===== config.mk =====
export PLATFORM = sky130hd
export DESIGN_NAME = turtle_vector_stepper_top
export DESIGN_NICKNAME = d
export VERILOG_FILES = /design/src/tvs_pkg.sv /design/src/tvs_ctrl.sv /design/src/tvs_dp.sv /design/src/turtle_vector_stepper_top.sv
export SDC_FILE = /design/constraint.sdc
export NUM_CORES = 2
export LEC_CHECK = 0
export BUFFER_PORTS_ARGS = -buffer_cell sky130_fd_sc_hd__buf_2
export CAP_MARGIN = 20
export CORE_AREA = 2 2 463 465
export CTS_CLUSTER_SIZE = 14
export DETAILED_ROUTE_END_ITERATION = 8
export DIE_AREA = 0 0 465 467
export GPL_ROUTABILITY_DRIVEN = 0
export HOLD_SLACK_MARGIN = 0.08
export PLACE_DENSITY_LB_ADDON = 0.2
export SYNTH_ARGS = -nofsm -noshare
export SYNTH_HDL_FRONTEND = slang
export SYNTH_SLANG_ARGS = --single-unit

===== constraint.sdc =====
create_clock -name i_clk -period 8.5 [get_ports i_clk]
set_clock_uncertainty 0.2 [all_clocks]
set_input_delay 0.85 -clock i_clk [delete_from_list [all_inputs] [get_ports i_clk]]
set_output_delay 0.85 -clock i_clk [all_outputs]
set_load 0.05 [all_outputs]

===== src/tvs_pkg.sv =====
`timescale 1ns / 1ps
// ----------------------------------------------------------------------------
// Turtle vector stepper package
// Shared command codes, fixed-point widths, constants and the datapath
// command bundle used by the controller and the datapath.
// ----------------------------------------------------------------------------
package tvs_pkg;

    localparam int FRACTION_BITS = 8;

    localparam int OP_W  = 3;
    localparam int AMT_W = 24;
    localparam int HDG_W = 17;
    localparam int POS_W = 32;

    typedef enum logic [OP_W-1:0] {
        OP_RESET    = 3'd0,
        OP_CENTER   = 3'd1,
        OP_PEN_UP   = 3'd2,
        OP_PEN_DOWN = 3'd3,
        OP_TURN     = 3'd4,
        OP_MOVE     = 3'd5
    } t_op;

    // One full turn in heading units.
    localparam longint FULL_TURN = longint'(360) << FRACTION_BITS;

    // Heading reduction: a bias of a whole number of turns makes the sum
    // positive, then one conditional subtract of a scaled turn per step.
    localparam int     TURN_STEPS = 8;
    localparam int     TURN_K_W   = 3;
    localparam int     TURN_ACC_W = 25;
    localparam longint TURN_BIAS  = FULL_TURN << (TURN_STEPS - 1);

    // Heading to 32-bit binary angle by a reciprocal multiply and a
    // single correction step.
    localparam int     BAM_W       = 32;
    localparam int     RECIP_SHIFT = BAM_W + HDG_W;
    localparam longint RECIP       = (longint'(1) << RECIP_SHIFT) / FULL_TURN;
    localparam int     RECIP_W     = 33;
    localparam int     BPROD_W     = HDG_W + RECIP_W;
    localparam int     QFT_W       = BAM_W + HDG_W;

    // CORDIC vectors and angle accumulator.
    localparam int     CX_W         = 33;
    localparam int     ATAN_IDX_W   = 5;
    localparam int     ATAN_W       = 30;
    localparam longint CORDIC_START = 652032874;

    // Displacement multiply and rounding.
    localparam int MAMT_W      = AMT_W + 1;
    localparam int DPROD_W     = MAMT_W + CX_W;
    localparam int ROUND_SHIFT = 30;
    localparam int DX_W        = DPROD_W - ROUND_SHIFT;

    typedef struct packed {
        logic                load;
        logic                turn_init;
        logic                turn_step;
        logic [TURN_K_W-1:0] turn_k;
        logic                bam_mul;
        logic                bam_chk;
        logic                bam_fix;
        logic                rot_init;
        logic                rot_step;
        logic                mul_x;
        logic                mul_y;
        logic                add_x;
        logic                add_y;
        logic                out_load;
    } t_dp_cmd;

    // Arctangent of 2^-i in binary-angle units, rounded to nearest.
    function automatic logic [ATAN_W-1:0] atan_bam(input logic [ATAN_IDX_W-1:0] idx);
        logic [ATAN_W-1:0] v;
        case (idx)
            5'd0:    v = 30'd536870912;
            5'd1:    v = 30'd316933406;
            5'd2:    v = 30'd167458907;
            5'd3:    v = 30'd85004756;
            5'd4:    v = 30'd42667331;
            5'd5:    v = 30'd21354465;
            5'd6:    v = 30'd10679838;
            5'd7:    v = 30'd5340245;
            5'd8:    v = 30'd2670163;
            5'd9:    v = 30'd1335087;
            5'd10:   v = 30'd667544;
            5'd11:   v = 30'd333772;
            5'd12:   v = 30'd166886;
            5'd13:   v = 30'd83443;
            5'd14:   v = 30'd41722;
            5'd15:   v = 30'd20861;
            5'd16:   v = 30'd10430;
            5'd17:   v = 30'd5215;
            5'd18:   v = 30'd2608;
            5'd19:   v = 30'd1304;
            5'd20:   v = 30'd652;
            5'd21:   v = 30'd326;
            5'd22:   v = 30'd163;
            5'd23:   v = 30'd81;
            5'd24:   v = 30'd41;
            5'd25:   v = 30'd20;
            5'd26:   v = 30'd10;
            5'd27:   v = 30'd5;
            5'd28:   v = 30'd3;
            5'd29:   v = 30'd1;
            default: v = '0;
        endcase
        return v;
    endfunction

endpackage


===== src/tvs_ctrl.sv =====
`timescale 1ns / 1ps
// ----------------------------------------------------------------------------
// Turtle vector stepper controller
// Sequences each command through the datapath and owns the result valid flag.
// ----------------------------------------------------------------------------
module tvs_ctrl #(
    parameter int CORDIC_ITERATIONS = 16,
    localparam int ROT_W = $clog2(CORDIC_ITERATIONS)
) (
    input  logic                    i_clk,
    input  logic                    i_rst_n,
    input  logic                    i_s_tvalid,
    output logic                    o_s_tready,
    input  logic [tvs_pkg::OP_W-1:0] i_op,
    output logic                    o_m_tvalid,
    input  logic                    i_m_tready,
    output tvs_pkg::t_dp_cmd        o_cmd,
    output logic [ROT_W-1:0]        o_rot_idx
);

    typedef enum logic [3:0] {
        S_IDLE,
        S_TINIT,
        S_TURN,
        S_BAM1,
        S_BAM2,
        S_BAM3,
        S_INIT,
        S_ROT,
        S_MULX,
        S_MULY,
        S_ADDY,
        S_FIN
    } t_state;

    t_state                       r_state,    n_state;
    logic [ROT_W-1:0]             r_rot_cnt,  n_rot_cnt;
    logic [tvs_pkg::TURN_K_W-1:0] r_turn_k,   n_turn_k;
    logic                         r_m_valid,  n_m_valid;

    always_comb begin
        n_state   = r_state;
        n_rot_cnt = r_rot_cnt;
        n_turn_k  = r_turn_k;
        n_m_valid = r_m_valid & ~i_m_tready;
        o_cmd     = '0;
        o_cmd.turn_k = r_turn_k;

        unique case (r_state)
            S_IDLE: begin
                if (i_s_tvalid) begin
                    o_cmd.load = 1'b1;
                    case (i_op)
                        tvs_pkg::OP_TURN: n_state = S_TINIT;
                        tvs_pkg::OP_MOVE: n_state = S_BAM1;
                        default:          n_state = S_FIN;
                    endcase
                end
            end
            S_TINIT: begin
                o_cmd.turn_init = 1'b1;
                n_turn_k        = tvs_pkg::TURN_K_W'(tvs_pkg::TURN_STEPS - 1);
                n_state         = S_TURN;
            end
            S_TURN: begin
                o_cmd.turn_step = 1'b1;
                if (r_turn_k == '0) begin
                    n_state = S_FIN;
                end else begin
                    n_turn_k = r_turn_k - 1'b1;
                end
            end
            S_BAM1: begin
                o_cmd.bam_mul = 1'b1;
                n_state       = S_BAM2;
            end
            S_BAM2: begin
                o_cmd.bam_chk = 1'b1;
                n_state       = S_BAM3;
            end
            S_BAM3: begin
                o_cmd.bam_fix = 1'b1;
                n_state       = S_INIT;
            end
            S_INIT: begin
                o_cmd.rot_init = 1'b1;
                n_rot_cnt      = '0;
                n_state        = S_ROT;
            end
            S_ROT: begin
                o_cmd.rot_step = 1'b1;
                if (r_rot_cnt == ROT_W'(CORDIC_ITERATIONS - 1)) begin
                    n_state = S_MULX;
                end else begin
                    n_rot_cnt = r_rot_cnt + 1'b1;
                end
            end
            S_MULX: begin
                o_cmd.mul_x = 1'b1;
                n_state     = S_MULY;
            end
            S_MULY: begin
                o_cmd.mul_y = 1'b1;
                o_cmd.add_x = 1'b1;
                n_state     = S_ADDY;
            end
            S_ADDY: begin
                o_cmd.add_y = 1'b1;
                n_state     = S_FIN;
            end
            S_FIN: begin
                // The result register is free when empty or drained this cycle.
                if (!r_m_valid || i_m_tready) begin
                    o_cmd.out_load = 1'b1;
                    n_m_valid      = 1'b1;
                    n_state        = S_IDLE;
                end
            end
            default: n_state = S_IDLE;
        endcase
    end

    always_ff @(posedge i_clk) begin
        if (!i_rst_n) begin
            r_state   <= S_IDLE;
            r_rot_cnt <= '0;
            r_turn_k  <= '0;
            r_m_valid <= 1'b0;
        end else begin
            r_state   <= n_state;
            r_rot_cnt <= n_rot_cnt;
            r_turn_k  <= n_turn_k;
            r_m_valid <= n_m_valid;
        end
    end

    assign o_s_tready = (r_state == S_IDLE);
    assign o_m_tvalid = r_m_valid;
    assign o_rot_idx  = r_rot_cnt;

endmodule


===== src/tvs_dp.sv =====
`timescale 1ns / 1ps
// ----------------------------------------------------------------------------
// Turtle vector stepper datapath
// Turtle state, heading reduction, angle conversion, CORDIC rotation,
// displacement and the result register.
// ----------------------------------------------------------------------------
module tvs_dp #(
    parameter int CORDIC_ITERATIONS = 16,
    localparam int ROT_W = $clog2(CORDIC_ITERATIONS)
) (
    input  logic                              i_clk,
    input  logic                              i_rst_n,
    input  tvs_pkg::t_dp_cmd                  i_cmd,
    input  logic [ROT_W-1:0]                  i_rot_idx,
    input  logic [tvs_pkg::OP_W-1:0]          i_op,
    input  logic signed [tvs_pkg::AMT_W-1:0]  i_amount,
    output logic                              o_prev_pen,
    output logic [tvs_pkg::HDG_W-1:0]         o_heading,
    output logic signed [tvs_pkg::POS_W-1:0]  o_x,
    output logic signed [tvs_pkg::POS_W-1:0]  o_y,
    output logic signed [tvs_pkg::POS_W-1:0]  o_from_x,
    output logic signed [tvs_pkg::POS_W-1:0]  o_from_y,
    output logic                              o_line_drawn,
    output logic                              o_clear_req
);

    localparam int POS_W   = tvs_pkg::POS_W;
    localparam int SUM_W   = POS_W + 1;
    localparam int CX_W    = tvs_pkg::CX_W;
    localparam int QSH     = tvs_pkg::RECIP_SHIFT - tvs_pkg::BAM_W;
    localparam int ACC_W   = tvs_pkg::TURN_ACC_W;
    localparam int DPROD_W = tvs_pkg::DPROD_W;

    localparam logic signed [CX_W-1:0] Z_QUARTER = CX_W'(longint'(1) << 30);
    localparam logic signed [CX_W-1:0] Z_HALF    = CX_W'(longint'(1) << 31);
    localparam logic signed [CX_W-1:0] Z_NQUARTER = -Z_QUARTER;

    // Turtle state.
    logic signed [POS_W-1:0]          r_x;
    logic signed [POS_W-1:0]          r_y;
    logic [tvs_pkg::HDG_W-1:0]        r_hdg;
    logic                             r_pen;

    // Per-command working registers.
    logic signed [tvs_pkg::AMT_W-1:0] r_amt;
    logic                             r_prev_pen;
    logic                             r_drawn;
    logic                             r_clr;
    logic signed [POS_W-1:0]          r_from_x;
    logic signed [POS_W-1:0]          r_from_y;
    logic [ACC_W-1:0]                 r_acc;
    logic [tvs_pkg::BPROD_W-1:0]      r_bprod;
    logic [tvs_pkg::BAM_W-1:0]        r_q;
    logic [tvs_pkg::QFT_W-1:0]        r_qft;
    logic signed [CX_W-1:0]           r_cx;
    logic signed [CX_W-1:0]           r_cy;
    logic signed [CX_W-1:0]           r_cz;
    logic signed [tvs_pkg::MAMT_W-1:0] r_mamt;
    logic signed [DPROD_W-1:0]        r_prod;

    logic [ACC_W-1:0]                 w_sub;
    logic [ACC_W-1:0]                 w_acc_next;
    logic [tvs_pkg::BAM_W-1:0]        w_qest;
    logic [tvs_pkg::QFT_W-1:0]        w_rem;
    logic signed [CX_W-1:0]           w_z0;
    logic signed [CX_W-1:0]           w_zf;
    logic                             w_neg;
    logic signed [CX_W-1:0]           w_sx;
    logic signed [CX_W-1:0]           w_sy;
    logic signed [CX_W-1:0]           w_atan;
    logic signed [CX_W-1:0]           w_mop;
    logic signed [DPROD_W-1:0]        w_rnd;
    logic signed [tvs_pkg::DX_W-1:0]  w_d;
    logic signed [SUM_W-1:0]          w_sum_x;
    logic signed [SUM_W-1:0]          w_sum_y;

    function automatic logic signed [POS_W-1:0] sat_pos(input logic signed [SUM_W-1:0] v);
        logic signed [POS_W-1:0] r;
        if (v[SUM_W-1] != v[SUM_W-2]) begin
            r = v[SUM_W-1] ? {1'b1, {(POS_W-1){1'b0}}} : {1'b0, {(POS_W-1){1'b1}}};
        end else begin
            r = v[POS_W-1:0];
        end
        return r;
    endfunction

    // Heading reduction step.
    always_comb begin
        w_sub      = ACC_W'(tvs_pkg::FULL_TURN) << i_cmd.turn_k;
        w_acc_next = (r_acc >= w_sub) ? (r_acc - w_sub) : r_acc;
    end

    // Angle conversion: estimate is low by at most one.
    assign w_qest = r_bprod[QSH +: tvs_pkg::BAM_W];
    assign w_rem  = {r_hdg, tvs_pkg::BAM_W'(0)} - r_qft;

    // Fold the angle into the right half plane; the result is negated then.
    always_comb begin
        w_z0  = CX_W'($signed(r_q));
        w_zf  = w_z0;
        w_neg = 1'b0;
        if (w_z0 > Z_QUARTER) begin
            w_zf  = w_z0 - Z_HALF;
            w_neg = 1'b1;
        end else if (w_z0 < Z_NQUARTER) begin
            w_zf  = w_z0 + Z_HALF;
            w_neg = 1'b1;
        end
    end

    assign w_sx   = r_cx >>> i_rot_idx;
    assign w_sy   = r_cy >>> i_rot_idx;
    assign w_atan = CX_W'(tvs_pkg::atan_bam(tvs_pkg::ATAN_IDX_W'(i_rot_idx)));

    // Displacement: round half up, then add with saturation.
    assign w_mop   = i_cmd.mul_y ? r_cy : r_cx;
    assign w_rnd   = r_prod + (DPROD_W'(1) <<< (tvs_pkg::ROUND_SHIFT - 1));
    assign w_d     = w_rnd[DPROD_W-1:tvs_pkg::ROUND_SHIFT];
    assign w_sum_x = SUM_W'(r_x) + SUM_W'(w_d);
    assign w_sum_y = SUM_W'(r_y) + SUM_W'(w_d);

    // Architectural turtle state.
    always_ff @(posedge i_clk) begin
        if (!i_rst_n) begin
            r_x   <= '0;
            r_y   <= '0;
            r_hdg <= '0;
            r_pen <= 1'b1;
        end else begin
            if (i_cmd.load) begin
                case (i_op)
                    tvs_pkg::OP_RESET, tvs_pkg::OP_CENTER: begin
                        r_x   <= '0;
                        r_y   <= '0;
                        r_hdg <= '0;
                        r_pen <= 1'b1;
                    end
                    tvs_pkg::OP_PEN_UP:   r_pen <= 1'b0;
                    tvs_pkg::OP_PEN_DOWN: r_pen <= 1'b1;
                    default: ;
                endcase
            end
            if (i_cmd.turn_step && i_cmd.turn_k == '0) begin
                r_hdg <= w_acc_next[tvs_pkg::HDG_W-1:0];
            end
            if (i_cmd.add_x) begin
                r_x <= sat_pos(w_sum_x);
            end
            if (i_cmd.add_y) begin
                r_y <= sat_pos(w_sum_y);
            end
        end
    end

    // Working registers and result register.
    always_ff @(posedge i_clk) begin
        if (i_cmd.load) begin
            r_amt      <= i_amount;
            r_prev_pen <= r_pen;
            r_clr      <= (i_op == tvs_pkg::OP_RESET);
            r_drawn    <= (i_op == tvs_pkg::OP_MOVE) & r_pen;
            r_from_x   <= (i_op == tvs_pkg::OP_MOVE) ? r_x : '0;
            r_from_y   <= (i_op == tvs_pkg::OP_MOVE) ? r_y : '0;
        end
        if (i_cmd.turn_init) begin
            r_acc <= ACC_W'(r_hdg) + ACC_W'(r_amt) + ACC_W'(tvs_pkg::TURN_BIAS);
        end
        if (i_cmd.turn_step) begin
            r_acc <= w_acc_next;
        end
        if (i_cmd.bam_mul) begin
            // The reciprocal has its top bit set, so it is widened as unsigned.
            r_bprod <= tvs_pkg::BPROD_W'(r_hdg)
                     * tvs_pkg::BPROD_W'($unsigned(tvs_pkg::RECIP_W'(tvs_pkg::RECIP)));
        end
        if (i_cmd.bam_chk) begin
            r_q   <= w_qest;
            r_qft <= tvs_pkg::QFT_W'(w_qest) * tvs_pkg::QFT_W'(tvs_pkg::FULL_TURN);
        end
        if (i_cmd.bam_fix) begin
            if (w_rem >= tvs_pkg::QFT_W'(tvs_pkg::FULL_TURN)) begin
                r_q <= r_q + 1'b1;
            end
        end
        if (i_cmd.rot_init) begin
            r_cx   <= CX_W'(tvs_pkg::CORDIC_START);
            r_cy   <= '0;
            r_cz   <= w_zf;
            r_mamt <= w_neg ? -tvs_pkg::MAMT_W'(r_amt) : tvs_pkg::MAMT_W'(r_amt);
        end
        if (i_cmd.rot_step) begin
            if (!r_cz[CX_W-1]) begin
                r_cx <= r_cx - w_sy;
                r_cy <= r_cy + w_sx;
                r_cz <= r_cz - w_atan;
            end else begin
                r_cx <= r_cx + w_sy;
                r_cy <= r_cy - w_sx;
                r_cz <= r_cz + w_atan;
            end
        end
        if (i_cmd.mul_x || i_cmd.mul_y) begin
            r_prod <= DPROD_W'(r_mamt) * DPROD_W'(w_mop);
        end
        if (i_cmd.out_load) begin
            o_prev_pen   <= r_prev_pen;
            o_heading    <= r_hdg;
            o_x          <= r_x;
            o_y          <= r_y;
            o_from_x     <= r_from_x;
            o_from_y     <= r_from_y;
            o_line_drawn <= r_drawn;
            o_clear_req  <= r_clr;
        end
    end

endmodule


===== src/turtle_vector_stepper_top.sv =====
`timescale 1ns / 1ps
// ----------------------------------------------------------------------------
// Turtle vector stepper top level
// Turtle-graphics command engine with a CORDIC-based relative move.
// ----------------------------------------------------------------------------
// The block takes one command per input transaction and returns exactly one
// result transaction for it, describing the turtle after the command. Commands
// are executed one at a time. Reset, center, pen up, pen down and unknown codes
// go straight to the result write; a turn first runs eight conditional subtracts
// that bring the heading back into one turn, and a move first runs angle
// conversion, the CORDIC rotation loop, which runs one iteration per clock,
// and the two displacement multiplies that share one multiplier. The result
// sits in an output register, so a new command is taken while the previous
// result still waits; only the final write of a result waits for that
// register to drain.
// ----------------------------------------------------------------------------
module turtle_vector_stepper_top #(
    // Number of CORDIC rotation steps per move, 8 to 30.
    parameter int CORDIC_ITERATIONS = 16
) (
    input  logic         i_clk,
    input  logic         i_rst_n,
    // Command channel.
    input  logic         i_s_tvalid,
    output logic         o_s_tready,
    // tdata: amount [23:0], signed degrees or length, 8 fraction bits.
    input  logic [23:0]  i_s_tdata,
    // tuser: operation [2:0].
    input  logic [2:0]   i_s_tuser,
    // Result channel.
    output logic         o_m_tvalid,
    input  logic         i_m_tready,
    // tdata: prev_pen [0], out_heading [17:1], out_x [49:18], out_y [81:50],
    // line_from_x [113:82], line_from_y [145:114], zero fill [151:146].
    output logic [151:0] o_m_tdata,
    // tuser: line_drawn [0], clear_requested [1].
    output logic [1:0]   o_m_tuser
);

    localparam int ROT_W = $clog2(CORDIC_ITERATIONS);
    localparam int M_FIELDS_W = 1 + tvs_pkg::HDG_W + 4 * tvs_pkg::POS_W;
    localparam int M_PAD_W    = 152 - M_FIELDS_W;

    tvs_pkg::t_dp_cmd                 w_cmd;
    logic [ROT_W-1:0]                 w_rot_idx;
    logic                             w_prev_pen;
    logic [tvs_pkg::HDG_W-1:0]        w_heading;
    logic signed [tvs_pkg::POS_W-1:0] w_x;
    logic signed [tvs_pkg::POS_W-1:0] w_y;
    logic signed [tvs_pkg::POS_W-1:0] w_from_x;
    logic signed [tvs_pkg::POS_W-1:0] w_from_y;
    logic                             w_line_drawn;
    logic                             w_clear_req;

    // The controller owns the handshakes and steps the datapath.
    tvs_ctrl #(
        .CORDIC_ITERATIONS (CORDIC_ITERATIONS)
    ) u_ctrl (
        .i_clk      (i_clk),
        .i_rst_n    (i_rst_n),
        .i_s_tvalid (i_s_tvalid),
        .o_s_tready (o_s_tready),
        .i_op       (i_s_tuser),
        .o_m_tvalid (o_m_tvalid),
        .i_m_tready (i_m_tready),
        .o_cmd      (w_cmd),
        .o_rot_idx  (w_rot_idx)
    );

    // The datapath holds the turtle state and the result register.
    tvs_dp #(
        .CORDIC_ITERATIONS (CORDIC_ITERATIONS)
    ) u_dp (
        .i_clk        (i_clk),
        .i_rst_n      (i_rst_n),
        .i_cmd        (w_cmd),
        .i_rot_idx    (w_rot_idx),
        .i_op         (i_s_tuser),
        .i_amount     ($signed(i_s_tdata)),
        .o_prev_pen   (w_prev_pen),
        .o_heading    (w_heading),
        .o_x          (w_x),
        .o_y          (w_y),
        .o_from_x     (w_from_x),
        .o_from_y     (w_from_y),
        .o_line_drawn (w_line_drawn),
        .o_clear_req  (w_clear_req)
    );

    // Result fields packed from the lowest bit up.
    assign o_m_tdata = {{M_PAD_W{1'b0}}, w_from_y, w_from_x, w_y, w_x, w_heading, w_prev_pen};
    assign o_m_tuser = {w_clear_req, w_line_drawn};

endmodule


==> After elaboration in Yosys (flattened, before gate mapping) <==
Memories as Yosys holds them, arrays and structs flattened. A register that Yosys moved wholly into a read port is not among the register bits.
Cells that the tools add are included.
{ "totals": {"reg_bits": 657, "rom_bits": 480, "inputBits": 31, "out_inout_bits": 156, "wordCells": 180, "n_memories": 1} }
{ "memory_table": {"columns": ["name", "words", "word_bits", "rd", "rd_ports_with_merged_regs", "wr", "line", "rtl"], "rows": [
  ["(no name shown)", 16, 30, 1, 1, 0, "tvs_pkg.sv:76", "case (idx)"]
]} }
{ "op_classes": {"add_sub_neg": 19, "n_mul": 3, "order_cmp": 4, "eq_ne": 26, "n_shift": 3, "n_mux": 61, "n_bitwise": 3, "n_reduce_logical": 28} }
{ "ops": {"columns": ["operator", "n"], "rows": [
  ["$mux W33", 12],
  ["$mux W32", 11],
  ["$mux W25", 4],
  ["$add A32 B28 Y33", 2],
  ["$add A33 B33 Y33", 2],
  ["$sshr A33 B4 Y33", 2],
  ["$sub A33 B33 Y33", 2],
  ["$add A58 B31 Y58 const B", 1],
  ["$mul A25 B33 Y58", 1],
  ["$mux W17", 3],
  ["$ge A49 B17 Y1 const B", 1],
  ["$sub A49 B49 Y49", 1],
  ["$pmux W4 S12", 1],
  ["$mul A17 B31 Y47 const B", 1],
  ["$mul A32 B6 Y38 const B", 1],
  ["$add A32 B33 Y33 const B", 1],
  ["$add A33 B31 Y33", 1],
  ["$sub A32 B33 Y33 const B", 1],
  ["$sub A33 B31 Y33", 1],
  ["$add A32 B1 Y32 const B", 1],
  ["$gt A32 B32 Y1 const B", 1],
  ["$lt A32 B31 Y1 const B", 1],
  ["$mux W4", 7],
  ["$add A18 B24 Y25", 1],
  ["other kinds (35)", 87]
]} }

==> Longest topological paths before layout <==
{ "logic_depth": {"word_depth": 5, "ltp_mapped": 35, "ltp_nobuf": 32} }

==> By module <==
From an unflattened synthesis, not the netlist that was laid out.
{ "hier_totals": {"cells_unflattened": 7275, "hier_area_um2": 73030.0} }
{ "by_module_without_submodules": {"columns": ["module", "instances", "cells_each", "area_each_um2", "seq_area_each_um2"], "rows": [
  ["tvs_dp", 1, 7169, 72180.5, 16906.2],
  ["tvs_ctrl", 1, 96, 778.2, 240.2],
  ["turtle_vector_stepper_top", 1, 10, 71.3, 0.0]
]} }

==> Worst setup path before layout <==
Ideal clock, no wire load.
{ "synth_timing": {"path_type": "register to register", "startpoint": "reg u_ctrl.r_state[3]", "endpoint": "reg u_dp.r_prod[56] (data pin)", "setup_time_ps": 258, "arrival_time_ps": 8148, "t_required_ps": 8042, "slack_ps": -105, "stages_incl_launch_ff": 31, "path_buffers": 4, "synth_period_minus_slack_ps": 8605, "path_cell_list": "dfxtp_1 > nor4bb_1 > clkbuf_1 > clkbuf_1 > buf_1 > nand2_1 > nand2_1 > clkbuf_1 > nand2_1 > inv_1 > fa_1 > fa_1 > inv_1 > fa_1 > inv_1 > fa_1 > fa_1 > fa_1 > inv_1 > fa_1 > inv_1 > ha_1 > nand2_1 > o311ai_0 > a21oi_1 > o21ai_0 > a21oi_1 > a2111oi_0 > o21a_1 > nor2_1 > xnor2_1"} }
{ "synth_via": {"elab_chain_cells": 4} }
{ "synth_lines": {"columns": ["item", "line", "rtl"], "rows": [
  ["start, declared", "tvs_ctrl.sv:36", "t_state r_state, n_state;"],
  ["start signal, assigned", "tvs_ctrl.sv:130", "r_state <= n_state;"],
  ["$eq A4 B4 Y1", "tvs_ctrl.sv:49", "unique case (r_state)"],
  ["$mux W2", "tvs_ctrl.sv:49", null],
  ["$mux W33", "tvs_dp.sv:116", "assign w_mop = i_cmd.mul_y ? r_cy : r_cx;"],
  ["$mul A25 B33 Y58", "tvs_dp.sv:203", "r_prod <= DPROD_W'(r_mamt) * DPROD_W'(w_mop);"],
  ["end signal, assigned", "tvs_dp.sv:203", null],
  ["end, declared", "tvs_dp.sv:59", "logic signed [DPROD_W-1:0] r_prod;"]
]} }
Every way passes these cells.
A chain may end at the register's enable or synchronous reset.

==> Worst setup path after layout <==
Ends and elaborated chain as after synthesis.

==> results.cfg <==
[sta]
rsz0062_at_grt = yes
max_slew_margin = 0.363
worst_slew_pin_slew_ns = 0.943
max_freq_ghz = 0.122
report.final.hold_viol_count = 0
setup_violations = 0
slew_violations = 0
finalCriticalPeriod_ns = 8.21
post-route-period-util = 0.966
hold_slack_ns = 0.136

[global_routing]
grt_pass1_wl_mm = 331
grt.overflow.total = 0
antenna_found_initial = 13
grt_max_degree = 132
grt_usage = 0.195
grt_pass1_vias = 55700

[synthesis]
yosysTopAreaCell = fa_1
synth_area_leaders = fa_1, edfxtp_1, ha_1
ys_types = 86
avgSynthCellArea_sq_um = 9.82
synth_ff_type = edfxtp_1
synth.top_cell.area_share = 0.267
synthArstFlopShare = 0
synth_warnings = 0
synth_cells = 7506
syn-cell-area_sq_um = 73700
synth_seq_area_share = 0.241
synth_enable_flop_cells = 487
ys_ff_latch = 643

[final_layout]
area.growth.synth_to_final_pct = 12.9
drive_gt1_frac = 0.109
stdcell_count = 10700
final_common_cell = inv_1
nFillCells = 20800
ff_latch_area_sq_um = 17800
mostFrequentLayoutCells = inv_1, fa_1, nand2_1
multi_input_area_sq_um = 50900
nets = 9414

[detailed_routing]
initialDrtViolationCount = 4007
vias = 54100
ant_nets = 0
drc = 0
first_pass_iters = 6
via_per_inst = 5.05
drt_wl_total_mm = 212
routedWlPerCell_um = 19.8

[worst_setup_path]
required_ns = 8.73
worstPathMaxFanout = 9
crit_type = reg -> reg
worst_setup_path_start_kind = register
crit_arrival_ns = 8.45
cp_slowest_stage_delay_ns = 0.63
critPathSlowestCell = fa_2
regToRegSetupSlack_ns = 0.29
path_common_cell = fa_1
end_kind = register

[die]
die-height_um = 467
core-area_sq_um = 212000
die_w_um = 465
dieArea_sq_um = 217000
start_util = 0.348
core.rowCount = 169
boundaryPins = 187

[job]
drv_cap = 0

[clock_tree]
cts_htree_levels = 3
cts_buffers = 76
worstSkewPairLatency_ns = 0.70
clk_pin_slew_ns = 0.06
clock-sinks = 643
clock_path_buffers = 3
cts_tree = done
clockRootBuffer = clkbuf_16

[outcome]
status = finished clean

[min_path]
hold_class = in -> reg

[placed_design]
io_buffers = 180
hpwlAfterDp_mm = 170
dp.cells = 10500
-- cell type report --
| cell class | instances | share of cell area |
|---|---|---|
| multi-input cells | 5421 | 0.611 |
| flip-flops and latches | 643 | 0.213 |
| inverters | 1157 | 0.0522 |
| repair buffers | 520 | 0.0501 |
| well taps | 2821 | 0.0424 |
| clock buffers | 92 | 0.0249 |
| clock inverters | 48 | 0.00610 |
| diodes | 5 | 0.000150 |
-- critical path, delay by kind of cell (launching register included) --
family | cells | cell delay, ns
buffers and inverters | 10 | 1.39
adder cells (fa/ha/maj) | 8 | 3.96
AO/OA/AOI/OAI | 3 | 0.71
flip-flops | 1 | 0.41
XOR/XNOR | 1 | 0.12
AND/OR/NAND/NOR | 8 | 1.15
-- repair_timing --
action,in CTS,in global routing
pin swaps,0,54
setup buffers,0,15
hold endpoints to repair,5,0
hold buffers,5,0
resized for setup,9,100
cloned,0,4
setup endpoints to repair,17,20
-- cell usage after synthesis (49+ instances only) --
library cell	number
mux2i_1	69
xnor2_1	237
dfxtp_1	156
fa_1	983
a31oi_1	56
a21o_1	126
and2_1	491
inv_1	1156
ha_1	581
nor2_1	399
nand3_1	95
a21oi_1	322
nor3_1	89
edfxtp_1	487
o21a_1	49
mux4_2	62
o21ai_0	246
xor2_1	165
nand2_1	827
clkbuf_1	242
-- through the flow --
stage | util | setup TNS, ns | worst slack [ns] | cell area [sq um]
floorplan | - | 0 | 0.0277 | 73800
global placement | 0.378 | -2.01 | -0.280 | 80000
detailed placement | 0.378 | -2.94 | -0.348 | 80000
CTS | 0.390 | 0 | 0.0121 | 82700
global route | 0.393 | -0.153 | -0.103 | 83300
finish | 0.393 | 0 | 0.285 | 83300
-- worst paths after layout --
path	cells past startpoint	from	endpoint
hold / removal	1	i_s_tdata[16]	u_dp.r_amt[16]
setup reg to reg	30	u_ctrl.r_state[3]	u_dp.r_prod[56]
hold reg to reg	0	u_dp.r_from_y[9]	u_dp.o_from_y[9]
setup / recovery	30	u_ctrl.r_state[3]	u_dp.r_prod[56]
-- routing by layer --
layer | part of all wire | global-route usage | up-vias
li1 | - | - | 25300
met1 | 0.49 | 0.293 | 27000
met2 | 0.43 | 0.291 | 1531
met3 | 0.068 | 0.0370 | 215
met4 | 0.020 | 0.0417 | 8
met5 | 0.00024 | 0 | -
-- state kept, by name (all words and copies together), names as in the netlist, 33 cells and up --
name,flops
u_dp.r_qft,38
u_dp.r_cx,33
u_dp.r_cy,33
u_dp.r_cz,33
-- kinds of logic after synthesis --
logic type,count (synthesis),share of synthesized area
simple gates,2187,0.142
fa+ha+maj,1564,0.365
buf+inv,1447,0.0749
compound gates,1106,0.0973
flops,643,0.241
xor+xnor,402,0.0477
mux,156,0.0321
other cells,1,0.0000509
Power is left out: the tool's default activity adds up to more than one toggle a clock period on the data nets, which glitch-free logic cannot reach.
